<file path="src/i2cm_pkg.sv">
`timescale 1ns / 1ps
// ----------------------------------------------------------------------------
// i2cm_pkg
// Shared types, command codes and phase tables of the I2C master bit engine.
// ----------------------------------------------------------------------------
package i2cm_pkg;

  // command codes
  localparam logic [3:0] CMD_NONE    = 4'd0;
  localparam logic [3:0] CMD_INIT    = 4'd1;
  localparam logic [3:0] CMD_START   = 4'd2;
  localparam logic [3:0] CMD_RESTART = 4'd3;
  localparam logic [3:0] CMD_STOP    = 4'd4;
  localparam logic [3:0] CMD_ACK     = 4'd5;
  localparam logic [3:0] CMD_NAK     = 4'd6;
  localparam logic [3:0] CMD_SEND    = 4'd7;
  localparam logic [3:0] CMD_READ    = 4'd8;
  localparam logic [3:0] CMD_ADDR    = 4'd9;

  // configuration register indexes
  localparam int CFG_IDX_W = 1;
  localparam logic [CFG_IDX_W-1:0] CFG_DELAY_TICKS    = 1'b0;
  localparam logic [CFG_IDX_W-1:0] CFG_DEVICE_ADDRESS = 1'b1;
  localparam int CFG_DATA_W = 10;

  localparam logic [9:0] DELAY_RESET = 10'd250;

  // phase counts and ack phase indexes of the byte commands
  localparam logic [5:0] SEND_PHASES  = 6'd27;
  localparam logic [5:0] READ_PHASES  = 6'd16;
  localparam logic [5:0] SEND_ACK_REL = 6'd24;
  localparam logic [5:0] SEND_ACK_SMP = 6'd25;

  // fixed phase lists, one bit per phase: pin (1 = SDA, 0 = SCL) and level
  localparam logic [3:0] FIX_PIN [7] = '{4'b0000, 4'b0001, 4'b0001, 4'b0101,
                                         4'b1010, 4'b1001, 4'b1001};
  localparam logic [3:0] FIX_LVL [7] = '{4'b0000, 4'b0011, 4'b0000, 4'b0011,
                                         4'b1100, 4'b1010, 4'b1011};

  typedef struct packed {
    logic [3:0] active_command;
    logic [5:0] phase_index;
    logic [9:0] tick_counter;
    logic [7:0] shift_byte;
    logic       scl_level;
    logic       sda_level;
    logic [7:0] received_byte;
    logic       ack_seen;
  } state_t;

  typedef struct packed {
    logic       scl_out;
    logic       sda_out;
    logic       busy_res;
    logic       done_res;
    logic [7:0] rx_data;
    logic       ack_level;
  } res_t;

  // phases in a command sequence
  function automatic logic [5:0] seq_length(input logic [3:0] c);
    logic [5:0] len;
    len = 6'd0;
    if (c >= CMD_INIT && c <= CMD_START) len = 6'd2;
    else if (c >= CMD_RESTART && c <= CMD_NAK) len = 6'd4;
    else if (c == CMD_SEND || c == CMD_ADDR) len = SEND_PHASES;
    else if (c == CMD_READ) len = READ_PHASES;
    return len;
  endfunction

  // remainder by three from the bit weights 1, 2, 1, 2, 1
  function automatic logic [1:0] mod3(input logic [4:0] v);
    logic [2:0] s;
    s = {2'b00, v[0]} + {2'b00, v[2]} + {2'b00, v[4]} +
        {1'b0, v[1], 1'b0} + {1'b0, v[3], 1'b0};
    if (s >= 3'd6) s = s - 3'd6;
    else if (s >= 3'd3) s = s - 3'd3;
    return s[1:0];
  endfunction

endpackage

</file>
<file path="src/i2cm_ifs.sv">
`timescale 1ns / 1ps
// ----------------------------------------------------------------------------
// i2cm channel interfaces
// Valid/ready channels for the tick items and the result items.
// ----------------------------------------------------------------------------
interface i2cm_in_if;
  logic       valid;
  logic       ready;
  logic [3:0] cmd;
  logic [7:0] tx_data;
  logic       sda_in;
  modport source (output valid, cmd, tx_data, sda_in, input ready);
  modport sink (input valid, cmd, tx_data, sda_in, output ready);
endinterface

interface i2cm_out_if;
  logic       valid;
  logic       ready;
  logic       scl_out;
  logic       sda_out;
  logic       busy_res;
  logic       done_res;
  logic [7:0] rx_data;
  logic       ack_level;
  modport source (output valid, scl_out, sda_out, busy_res, done_res, rx_data, ack_level,
                  input ready);
  modport sink (input valid, scl_out, sda_out, busy_res, done_res, rx_data, ack_level,
                output ready);
endinterface

</file>
<file path="src/i2cm_step.sv">
`timescale 1ns / 1ps
// ----------------------------------------------------------------------------
// i2cm_step
// One tick of the bit engine: command launch, phase action and phase timing.
// ----------------------------------------------------------------------------
module i2cm_step (
  input  i2cm_pkg::state_t st,
  input  logic [3:0]       cmd,
  input  logic [7:0]       tx_data,
  input  logic             sda_in,
  input  logic [9:0]       delay_ticks,
  input  logic [6:0]       device_address,
  output i2cm_pkg::state_t st_next,
  output i2cm_pkg::res_t   res
);

  logic             launch;
  logic [9:0]       dly;
  logic [9:0]       tick_inc;
  logic [5:0]       phase_inc;
  logic [1:0]       sub;
  logic [2:0]       fix_row;
  logic [1:0]       fix_col;
  logic             done;
  i2cm_pkg::state_t st_launch;

  assign launch  = (st.active_command == i2cm_pkg::CMD_NONE) &&
                   (cmd >= i2cm_pkg::CMD_INIT) && (cmd <= i2cm_pkg::CMD_ADDR);
  assign dly     = (delay_ticks == 10'd0) ? 10'd1 : delay_ticks;
  assign fix_row = st_launch.active_command[2:0];
  assign fix_col = st_launch.phase_index[1:0];
  assign sub     = i2cm_pkg::mod3(st_launch.phase_index[4:0]);

  // command launch while idle
  always_comb begin
    st_launch = st;
    if (launch) begin
      st_launch.active_command = cmd;
      st_launch.phase_index    = 6'd0;
      st_launch.tick_counter   = 10'd0;
      if (cmd == i2cm_pkg::CMD_SEND) st_launch.shift_byte = tx_data;
      else if (cmd == i2cm_pkg::CMD_ADDR) st_launch.shift_byte = {device_address, 1'b0};
      else st_launch.shift_byte = 8'd0;
    end
  end

  // phase action on the first tick of a phase, then phase timing
  always_comb begin
    st_next   = st_launch;
    done      = 1'b0;
    tick_inc  = st_launch.tick_counter + 10'd1;
    phase_inc = st_launch.phase_index + 6'd1;
    if (st_launch.active_command != i2cm_pkg::CMD_NONE) begin
      if (st_launch.tick_counter == 10'd0) begin
        if (st_launch.active_command >= i2cm_pkg::CMD_INIT &&
            st_launch.active_command <= i2cm_pkg::CMD_NAK) begin
          if (st_launch.phase_index[5:2] == 4'd0) begin
            if (i2cm_pkg::FIX_PIN[fix_row][fix_col])
              st_next.sda_level = i2cm_pkg::FIX_LVL[fix_row][fix_col];
            else
              st_next.scl_level = i2cm_pkg::FIX_LVL[fix_row][fix_col];
          end
        end else if (st_launch.active_command == i2cm_pkg::CMD_SEND ||
                     st_launch.active_command == i2cm_pkg::CMD_ADDR) begin
          if (st_launch.phase_index < i2cm_pkg::SEND_ACK_REL) begin
            if (sub == 2'd0) begin
              st_next.sda_level = st_launch.shift_byte[7];
            end else if (sub == 2'd1) begin
              st_next.scl_level = 1'b1;
            end else begin
              st_next.scl_level  = 1'b0;
              st_next.shift_byte = {st_launch.shift_byte[6:0], 1'b0};
            end
          end else if (st_launch.phase_index == i2cm_pkg::SEND_ACK_REL) begin
            st_next.sda_level = 1'b1;
          end else if (st_launch.phase_index == i2cm_pkg::SEND_ACK_SMP) begin
            st_next.scl_level = 1'b1;
            st_next.ack_seen  = sda_in;
          end else begin
            st_next.scl_level = 1'b0;
          end
        end else if (st_launch.active_command == i2cm_pkg::CMD_READ) begin
          if (!st_launch.phase_index[0]) begin
            st_next.shift_byte = {st_launch.shift_byte[6:0], sda_in};
            st_next.scl_level  = 1'b1;
          end else begin
            st_next.scl_level = 1'b0;
          end
        end
      end
      st_next.tick_counter = tick_inc;
      if (tick_inc >= dly) begin
        st_next.tick_counter = 10'd0;
        st_next.phase_index  = phase_inc;
        if (phase_inc >= i2cm_pkg::seq_length(st_launch.active_command)) begin
          if (st_launch.active_command == i2cm_pkg::CMD_READ)
            st_next.received_byte = st_next.shift_byte;
          st_next.active_command = i2cm_pkg::CMD_NONE;
          st_next.phase_index    = 6'd0;
          done                   = 1'b1;
        end
      end
    end
  end

  // result of this tick
  always_comb begin
    res.scl_out   = st_next.scl_level;
    res.sda_out   = st_next.sda_level;
    res.busy_res  = (st_next.active_command != i2cm_pkg::CMD_NONE);
    res.done_res  = done;
    res.rx_data   = st_next.received_byte;
    res.ack_level = st_next.ack_seen;
  end

endmodule

</file>
<file path="src/i2cm_engine.sv">
`timescale 1ns / 1ps
// ----------------------------------------------------------------------------
// i2cm_engine
// Input register, configuration and engine state around the tick logic.
// ----------------------------------------------------------------------------
module i2cm_engine (
  input  logic                           clk,
  input  logic                           rst,
  i2cm_in_if.sink                        in_ch,
  input  logic                           cfg_we,
  input  logic [i2cm_pkg::CFG_IDX_W-1:0] cfg_index,
  input  logic [i2cm_pkg::CFG_DATA_W-1:0] cfg_data,
  output logic                           res_valid,
  input  logic                           res_ready,
  output i2cm_pkg::res_t                 res
);

  logic             ir_valid;
  logic [3:0]       ir_cmd;
  logic [7:0]       ir_tx_data;
  logic             ir_sda_in;
  logic             advance;
  logic [9:0]       delay_ticks;
  logic [6:0]       device_address;
  i2cm_pkg::state_t st;
  i2cm_pkg::state_t st_next;

  assign advance     = ir_valid && res_ready;
  assign in_ch.ready = !ir_valid || res_ready;
  assign res_valid   = ir_valid;

  // configuration registers
  always_ff @(posedge clk) begin
    if (rst) begin
      delay_ticks    <= i2cm_pkg::DELAY_RESET;
      device_address <= 7'd0;
    end else if (cfg_we) begin
      unique case (cfg_index)
        i2cm_pkg::CFG_DELAY_TICKS:    delay_ticks    <= cfg_data[9:0];
        i2cm_pkg::CFG_DEVICE_ADDRESS: device_address <= cfg_data[6:0];
        default: ;
      endcase
    end
  end

  // input register
  always_ff @(posedge clk) begin
    if (rst) begin
      ir_valid <= 1'b0;
    end else if (in_ch.ready) begin
      ir_valid <= in_ch.valid;
    end
  end

  always_ff @(posedge clk) begin
    if (in_ch.valid && in_ch.ready) begin
      ir_cmd     <= in_ch.cmd;
      ir_tx_data <= in_ch.tx_data;
      ir_sda_in  <= in_ch.sda_in;
    end
  end

  // tick logic
  i2cm_step u_step (
    .st             (st),
    .cmd            (ir_cmd),
    .tx_data        (ir_tx_data),
    .sda_in         (ir_sda_in),
    .delay_ticks    (delay_ticks),
    .device_address (device_address),
    .st_next        (st_next),
    .res            (res)
  );

  // engine state, updated as each transaction leaves the input register
  always_ff @(posedge clk) begin
    if (rst) begin
      st.active_command <= i2cm_pkg::CMD_NONE;
      st.phase_index    <= 6'd0;
      st.tick_counter   <= 10'd0;
      st.shift_byte     <= 8'd0;
      st.scl_level      <= 1'b1;
      st.sda_level      <= 1'b1;
      st.received_byte  <= 8'd0;
      st.ack_seen       <= 1'b1;
    end else if (advance) begin
      st <= st_next;
    end
  end

endmodule

</file>
<file path="src/i2cm_skid.sv">
`timescale 1ns / 1ps
// ----------------------------------------------------------------------------
// i2cm_skid
// Result register with a skid stage, so the ready towards the engine is
// registered and a stalled receiver does not stop the next transaction.
// ----------------------------------------------------------------------------
module i2cm_skid (
  input  logic           clk,
  input  logic           rst,
  input  logic           res_valid,
  output logic           res_ready,
  input  i2cm_pkg::res_t res,
  i2cm_out_if.source     out_ch
);

  logic           out_valid;
  i2cm_pkg::res_t out_data;
  logic           skid_valid;
  i2cm_pkg::res_t skid_data;
  logic           out_free;

  assign res_ready = !skid_valid;
  assign out_free  = out_ch.ready || !out_valid;

  // valid flags
  always_ff @(posedge clk) begin
    if (rst) begin
      out_valid  <= 1'b0;
      skid_valid <= 1'b0;
    end else if (out_free) begin
      if (skid_valid) begin
        out_valid  <= 1'b1;
        skid_valid <= 1'b0;
      end else begin
        out_valid <= res_valid;
      end
    end else if (res_valid && res_ready) begin
      skid_valid <= 1'b1;
    end
  end

  // payload
  always_ff @(posedge clk) begin
    if (out_free) begin
      out_data <= skid_valid ? skid_data : res;
    end else if (res_valid && res_ready) begin
      skid_data <= res;
    end
  end

  assign out_ch.valid     = out_valid;
  assign out_ch.scl_out   = out_data.scl_out;
  assign out_ch.sda_out   = out_data.sda_out;
  assign out_ch.busy_res  = out_data.busy_res;
  assign out_ch.done_res  = out_data.done_res;
  assign out_ch.rx_data   = out_data.rx_data;
  assign out_ch.ack_level = out_data.ack_level;

endmodule

</file>
<file path="src/i2c_master_bit_engine_top.sv">
`timescale 1ns / 1ps
// ----------------------------------------------------------------------------
// i2c_master_bit_engine_top
// I2C master bit engine: turns commands into open-drain SCL/SDA phases.
// ----------------------------------------------------------------------------
// Usage:
//   in_ch carries one transaction per bus tick: cmd, tx_data and the sampled
//   sda_in. A command is taken only while the engine is idle; otherwise it is
//   dropped and the tick just advances the running sequence.
//   out_ch returns one result per tick: the SCL/SDA drive, busy, a done pulse,
//   the last read byte and the last ack level.
//   Configuration (delay_ticks, device_address) is written through cfg_we,
//   cfg_index and cfg_data while no transaction is in flight.
// Timing:
//   one transaction per cycle sustained while out_ch.ready holds; an accepted
//   tick passes the input register and the tick logic and is offered on out_ch
//   from the result register, by way of the skid stage after a stall.
// Reset:
//   rst clears the engine to idle with both lines released, delay_ticks 250
//   and device_address 0.
// Stall:
//   a held result waits in the result register, the next goes to the skid
//   stage and a third waits in the input register; in_ch.ready then drops
//   until the receiver takes a result.
// ----------------------------------------------------------------------------
module i2c_master_bit_engine_top (
  input  logic                            clk,
  input  logic                            rst,
  i2cm_in_if.sink                         in_ch,
  i2cm_out_if.source                      out_ch,
  input  logic                            cfg_we,
  input  logic [i2cm_pkg::CFG_IDX_W-1:0]  cfg_index,
  input  logic [i2cm_pkg::CFG_DATA_W-1:0] cfg_data
);

  logic           res_valid;
  logic           res_ready;
  i2cm_pkg::res_t res;

  // tick processing
  i2cm_engine u_engine (
    .clk       (clk),
    .rst       (rst),
    .in_ch     (in_ch),
    .cfg_we    (cfg_we),
    .cfg_index (cfg_index),
    .cfg_data  (cfg_data),
    .res_valid (res_valid),
    .res_ready (res_ready),
    .res       (res)
  );

  // result buffering
  i2cm_skid u_skid (
    .clk       (clk),
    .rst       (rst),
    .res_valid (res_valid),
    .res_ready (res_ready),
    .res       (res),
    .out_ch    (out_ch)
  );

endmodule
</file>
<file path="src/flat_wrapper.sv">
// flat-port wrapper written by rule: the top's interface ports become plain ports
module i2c_master_bit_engine_top_flat 
  (clk, rst, cfg_we, cfg_index, cfg_data, in_ch_valid, in_ch_cmd, in_ch_tx_data, in_ch_sda_in, in_ch_ready, out_ch_valid, out_ch_scl_out, out_ch_sda_out, out_ch_busy_res, out_ch_done_res, out_ch_rx_data, out_ch_ack_level, out_ch_ready);
  i2cm_in_if in_ch_i ();
  i2cm_out_if out_ch_i ();
  input  logic clk;
  input  logic rst;
  input  logic cfg_we;
  input  logic [i2cm_pkg::CFG_IDX_W-1:0] cfg_index;
  input  logic [i2cm_pkg::CFG_DATA_W-1:0] cfg_data;
  input wire logic [$bits(in_ch_i.valid)-1:0] in_ch_valid;
  input wire logic [$bits(in_ch_i.cmd)-1:0] in_ch_cmd;
  input wire logic [$bits(in_ch_i.tx_data)-1:0] in_ch_tx_data;
  input wire logic [$bits(in_ch_i.sda_in)-1:0] in_ch_sda_in;
  output wire logic [$bits(in_ch_i.ready)-1:0] in_ch_ready;
  output wire logic [$bits(out_ch_i.valid)-1:0] out_ch_valid;
  output wire logic [$bits(out_ch_i.scl_out)-1:0] out_ch_scl_out;
  output wire logic [$bits(out_ch_i.sda_out)-1:0] out_ch_sda_out;
  output wire logic [$bits(out_ch_i.busy_res)-1:0] out_ch_busy_res;
  output wire logic [$bits(out_ch_i.done_res)-1:0] out_ch_done_res;
  output wire logic [$bits(out_ch_i.rx_data)-1:0] out_ch_rx_data;
  output wire logic [$bits(out_ch_i.ack_level)-1:0] out_ch_ack_level;
  input wire logic [$bits(out_ch_i.ready)-1:0] out_ch_ready;
  assign in_ch_i.valid = in_ch_valid;
  assign in_ch_i.cmd = in_ch_cmd;
  assign in_ch_i.tx_data = in_ch_tx_data;
  assign in_ch_i.sda_in = in_ch_sda_in;
  assign in_ch_ready = in_ch_i.ready;
  assign out_ch_valid = out_ch_i.valid;
  assign out_ch_scl_out = out_ch_i.scl_out;
  assign out_ch_sda_out = out_ch_i.sda_out;
  assign out_ch_busy_res = out_ch_i.busy_res;
  assign out_ch_done_res = out_ch_i.done_res;
  assign out_ch_rx_data = out_ch_i.rx_data;
  assign out_ch_ack_level = out_ch_i.ack_level;
  assign out_ch_i.ready = out_ch_ready;
  i2c_master_bit_engine_top u_core (.clk(clk), .rst(rst), .in_ch(in_ch_i), .out_ch(out_ch_i), .cfg_we(cfg_we), .cfg_index(cfg_index), .cfg_data(cfg_data));
endmodule
</file>
<file path="config.mk">
export PLATFORM = sky130hd
export DESIGN_NAME = i2c_master_bit_engine_top_flat
export DESIGN_NICKNAME = d
export VERILOG_FILES = /design/src/i2cm_pkg.sv /design/src/i2cm_ifs.sv /design/src/i2cm_step.sv /design/src/i2cm_engine.sv /design/src/i2cm_skid.sv /design/src/i2c_master_bit_engine_top.sv /design/src/flat_wrapper.sv
export SDC_FILE = /design/constraint.sdc
export NUM_CORES = 1
export LEC_CHECK = 0
export ABC_AREA = 0
export BUFFER_PORTS_ARGS = -buffer_cell sky130_fd_sc_hd__buf_2
export CAP_MARGIN = 20
export CORE_AREA = 2 2 104 106
export CTS_BUF_LIST = sky130_fd_sc_hd__clkbuf_8 sky130_fd_sc_hd__clkbuf_16
export DETAILED_ROUTE_END_ITERATION = 8
export DIE_AREA = 0 0 106 108
export PLACE_DENSITY = 0.78
export SYNTH_ARGS = -nofsm -noshare
export SYNTH_HDL_FRONTEND = slang
export SYNTH_HIERARCHICAL = 1
export SYNTH_SLANG_ARGS = --single-unit
</file>
<file path="constraint.sdc">
create_clock -name clk -period 12.61 [get_ports clk]
set_input_delay 1.8915 -clock clk [delete_from_list [all_inputs] [get_ports clk]]
set_output_delay 1.8915 -clock clk [all_outputs]
set_load 0.02 [all_outputs]
</file>
* Word level (Yosys, flattened, before mapping)
Memories as Yosys holds them, arrays and structs flattened. Index checks and enable logic that the tools add are counted.
Storage, ports and cells: flip-flop bits (word level) 98, word-level logic and storage cells 148, bits of input ports 29, ROM bits 64, memories 2
Memory list:
- (name not given) | depth 8, width 4, read ports 1, clocked after Yosys merged registers in 0, wr ports 0, RTL line i2cm_step.sv:59 | st_next.sda_level = i2cm_pkg::FIX_LVL[fix_row][fix_col];
- (name not given) | depth 8, width 4, read ports 1, clocked after Yosys merged registers in 0, wr ports 0, RTL line i2cm_step.sv:58 | if (i2cm_pkg::FIX_PIN[fix_row][fix_col])
Cells by class: bitwise operators 3, reduce and logical (&&, ||, !) cells 24, eq/ne operators 8, add/subtract/negate cells 8, multiplexer cells 62, order comparisons 13
Operator list (number):
- 2-to-1 mux 8 bit | 9
- 2-to-1 mux 9 bit | 8
- 2-to-1 mux 39 bit | 1
- 2-to-1 mux 10 bit | 3
- 2-to-1 mux 6 bit | 5
- 2-to-1 mux 28 bit | 1
- 2-to-1 mux 1 bit | 21
- logical NOT 10 bit | 2
- 2-to-1 mux 20 bit | 1
- 2-to-1 mux 4 bit | 4
- 2-to-1 mux 13 bit | 1
- equality test 4 bit (second input constant) | 3
- equality test 6 x 5 -> 1 bit (second input constant) | 2
- adder 10 x 1 -> 10 bit (second input constant) | 1
- greater-or-equal comparator 10 bit | 1
- 2-to-1 mux 2 bit | 5
- equality test 4 x 3 -> 1 bit (second input constant) | 2
- greater-or-equal comparator 4 x 1 -> 1 bit (second input constant) | 2
- logical NOT 4 bit | 2
- nonzero test 4 bit | 2
- logical AND 1 bit | 7
- adder 3 x 2 -> 3 bit | 2
- adder 6 x 1 -> 6 bit (second input constant) | 1
- greater-or-equal comparator 6 bit | 1
- other kinds (22) | 31

* Logic depth before layout (Yosys ltp)
depth in word-level cells 29, depth in mapped cells 22, mapped depth without buffers 18

* By module
The synthesis kept the hierarchy.
Modules (own cells, without submodules):
- i2cm_engine | cells each 268, area each 2813.9 µm², instances 1, seq. area each 1531.5 µm²
- i2cm_step | cells each 326, area each 2182.1 µm², instances 1, seq. area each 0.0 µm²
- i2cm_skid | cells each 49, area each 1056.0 µm², instances 1, seq. area each 820.8 µm²

* Worst setup path after synthesis
No wires, ideal clock.
kind register to register, start point reg u_core.u_engine.ir_cmd[3], end point reg u_core.u_skid.out_data (netlist bit u_core/u_skid/out_ch.rx_data[0]) (data pin), path slack 7.868 ns, arrival time 4.482 ns, cell stages (with the launch flop) 18, path through edfxtp_1 -> or4_1 -> nand3_1 -> clkbuf_1 -> clkbuf_1 -> and2_1 -> ha_1 -> a21o_1 -> fa_1 -> ha_1 -> o21ba_2 -> o21ai_0 -> o2111ai_2 -> a21oi_2 -> o21ai_4 -> a32o_1 -> mux2_2 -> mux2_2
RTL lines:
- from (decl) | RTL line i2cm_engine.sv:19 | logic [3:0] ir_cmd;
- from (signal assigned) | RTL line i2cm_engine.sv:57 | ir_cmd <= in_ch.cmd;
- to (signal assigned) | RTL line i2cm_skid.sv:45 | out_data <= skid_valid ? skid_data : res;
- to (decl) | RTL line i2cm_skid.sv:17 | i2cm_pkg::res_t out_data;

==> flow_metrics.tcl <==
set metrics [dict create \
    synth-seq-cells 98 \
    portBuffers 43 \
    clock_sinks 98 \
    cp-end-kind "flop" \
    cts_hold_buf 0 \
    synth_ff_type "dfxtp_1" \
    drcViolationCount 0 \
    wirelength_microns 13300 \
    drive_gt1_frac 0.217 \
    period_needed_ns 5.41 \
    worstHoldStart "u_core/u_engine/st[0]" \
    synthesis.area_sq_mm 0.00605 \
    min_path_cells 1 \
    cts_max_level 3 \
    area_growth_pct 5.31 \
    ios 44 \
    ys_warn_count 6 \
    grt_max_degree 80 \
    clock_skew_ns 0.00899 \
    clock_latency_ns 0.37 \
    place_ws_ns 7.29 \
    p_leak_nw 2.58 \
    dieWidth_microns 106 \
    die_h_microns 108 \
    fmax_mhz 185 \
    slew_viol_final 0 \
    seq_area_frac_synth 0.389 \
    drt_iter0_markers 421 \
    grt_pass1_wl_microns 21600 \
    hold_viol_final 0 \
    synth_edf_count 39 \
    worst_pin_slew_ns 0.981 \
    cts_setup_buffers 0 \
    synth.distinct_cells 70 \
    fp.dieArea_sq_mm 0.0114 \
    cts.path.max_buffers 2 \
    num_rows 37 \
    num_antenna_cells 0 \
    routed.top_layer "met4" \
    grt_overflow 0 \
    setup_viol 0 \
    r2r.worst_path.cells 15 \
    required_ns 12.74 \
    place_hpwl_microns 9310 \
    dr_wl_met3_microns 705 \
    r2r_start "u_core/u_engine/ir_cmd[1]" \
    initial_utilization 0.592 \
    syn_avg_cell_area_sq_um 9.41 \
    fin_nets 697 \
    post-route-period-util 0.429 \
    post_cts_resized 0 \
    total_power_mw 0.698 \
    track_usage 0.234 \
    outcome "finished, final reports clean" \
    coreArea_sq_mm 0.0102 \
    first_pass_iters 6 \
    worst_setup_path_start_kind "flop" \
    setup_ws_ns 7.20 \
    drt-vias-per-instance 6.12 \
    syn_nets 695 \
    power-per-cell-area_mw_per_mm2 109 \
    tns_ns 0 \
    cp.arrival_ns 5.54 \
    hp-class "reg2reg" \
    critPathKind "reg2reg" \
    cts_tree "done" \
    wl_met1_microns 6080 \
    cts_buffers 9 \
    post-route-util 0.623 \
    hold_end "u_core/u_engine/st[0]" \
    synthCells 643 \
    wl_per_cell_microns 16.9 \
    vdd_drop_max_v 0.0000783 \
    rsz0062_at_grt "no" \
    antenna_found_initial 0 \
    wl_met2_microns 6420 \
    crit_fanout 21 \
    rr_endpoint "u_core/u_skid/out_ch.rx_data[0]" \
    slew_headroom 0.345 \
    clockRootBuffer "clkbuf_8" \
    cts.clk_slew.worst_paths_ns 0.09 \
    gp_congestion 0.933 \
    synthArstFlopShare 0 \
    grt_pass1_vias 4406 \
    reg2reg_slack_ns 7.20 \
    maxCapViolCount 0 \
    final_common_cell "nand3_1" \
    final_cell_mix "nand3_1 (59), dfxtp_1 (58), a21oi_1 (52)" \
    ant_nets 0 \
    num_vias 4812 \
]
==> critical path, stage by stage, from the launching register on <==
cell and delay, ns:
edfxtp_1 0.49, o21ai_1 0.35, nand3_1 0.70, nand2_1 0.47
inv_1 0.16, a21o_1 0.21, fa_1 0.55, ha_1 0.41
o21ba_2 0.18, o21ai_0 0.28, o2111ai_2 0.18, a21oi_2 0.22
o21ai_4 0.15, a32o_1 0.25, mux2_2 0.28, mux2_2 0.26
==> synthesized netlist by cell type (10+ instances only) <==
cell type,n,area share
ha_1,22,0.045
and3_1,10,0.010
nand3_1,59,0.049
nand2b_1,14,0.014
buf_4,12,0.015
buf_2,19,0.016
dfxtp_1,59,0.20
nor2_1,46,0.029
mux2i_1,18,0.030
o21ai_0,33,0.027
mux2_2,13,0.024
a21bo_2,41,0.068
clkbuf_1,15,0.0093
inv_1,21,0.013
nand2_1,31,0.019
a21oi_1,52,0.043
edfxtp_1,39,0.19
==> flip-flops by register name, summed over array words and instances, names as in the netlist <==
signal / flops
u_core/u_skid/out_ch.scl_out: 1
u_core/u_engine/ir_sda_in: 1
u_core/u_engine/st: 39
u_core/u_skid/skid_valid: 1
u_core/u_skid/out_ch.done_res: 1
u_core/u_skid/skid_data: 13
u_core/u_skid/out_ch.ack_level: 1
u_core/u_skid/out_ch.busy_res: 1
u_core/u_engine/ir_cmd: 4
u_core/u_skid/out_ch.valid: 1
u_core/u_skid/out_ch.sda_out: 1
u_core/u_engine/ir_tx_data: 8
u_core/u_engine/res_valid: 1
u_core/u_engine/device_address: 7
u_core/u_skid/out_ch.rx_data: 8
u_core/u_engine/delay_ticks: 10
==> kinds of logic (layout without fill, tap and decap cells) <==
family	Yosys count	in the layout	share of synthesized area
AND/OR/NAND/NOR	207	207	0.177
AO/OA/AOI/OAI	185	185	0.224
flip-flops	98	98	0.389
buffers and inverters	77	84	0.0682
multiplexers	40	40	0.0750
adder cells (fa/ha/maj)	23	23	0.0488
XOR/XNOR	13	13	0.0188
==> stage by stage <==
| step | area, sq um | instances | hold slack, ns |
|---|---|---|---|
| 5_1_grt | 6370 | 786 | 0.506 |
| 6_report | 6370 | 786 | 0.477 |
| 3_3_place_gp | 6130 | 770 | 0.439 |
| 2_1_floorplan | 6050 | 643 | 0.428 |
| 4_1_cts | 6370 | 786 | 0.475 |
| 3_5_place_dp | 6130 | 770 | 0.454 |
==> how the worst max path moves through the flow <==
stage | endpoint | startpoint | cells after the start
4_1_cts | u_core/u_skid/out_ch.rx_data[0] | u_core/u_engine/ir_cmd[1] | 15
5_1_grt | u_core/u_skid/out_ch.rx_data[0] | u_core/u_engine/ir_cmd[1] | 15
2_1_floorplan | u_core/u_skid/out_ch.rx_data[0] | u_core/u_engine/ir_cmd[3] | 17
3_5_place_dp | u_core/u_skid/out_ch.rx_data[0] | u_core/u_engine/ir_cmd[1] | 15
6_report | u_core/u_skid/out_ch.rx_data[0] | u_core/u_engine/ir_cmd[1] | 15
3_3_place_gp | u_core/u_skid/out_ch.rx_data[0] | u_core/u_engine/ir_cmd[3] | 15
==> final cells by class <==
cell class              count  area (sq um)
clock buffers               9           124
clock inverters             7           115
fillers                   826          3860
inverters                  21          78.8
multi-input cells         468          3290
flip-flops and latches     98          2350
well taps                 136           170
repair buffers             47           245
==> power breakdown <==
group	total, mW	internal (mW)	switching, mW
sequential	0.351	0.343	0.00777
combinational	0.109	0.0403	0.0684
clock	0.238	0.131	0.107
total	0.698	0.515	0.183
==> layer usage <==
| layer | up-vias | global-route usage |
|---|---|---|
| li1 | 2336 | - |
| met1 | 2305 | 0.321 |
| met2 | 161 | 0.391 |
| met3 | 10 | 0.0446 |
| met4 | 0 | 0.0489 |
| met5 | - | 0 |
Power figures use the tool's default switching activity.
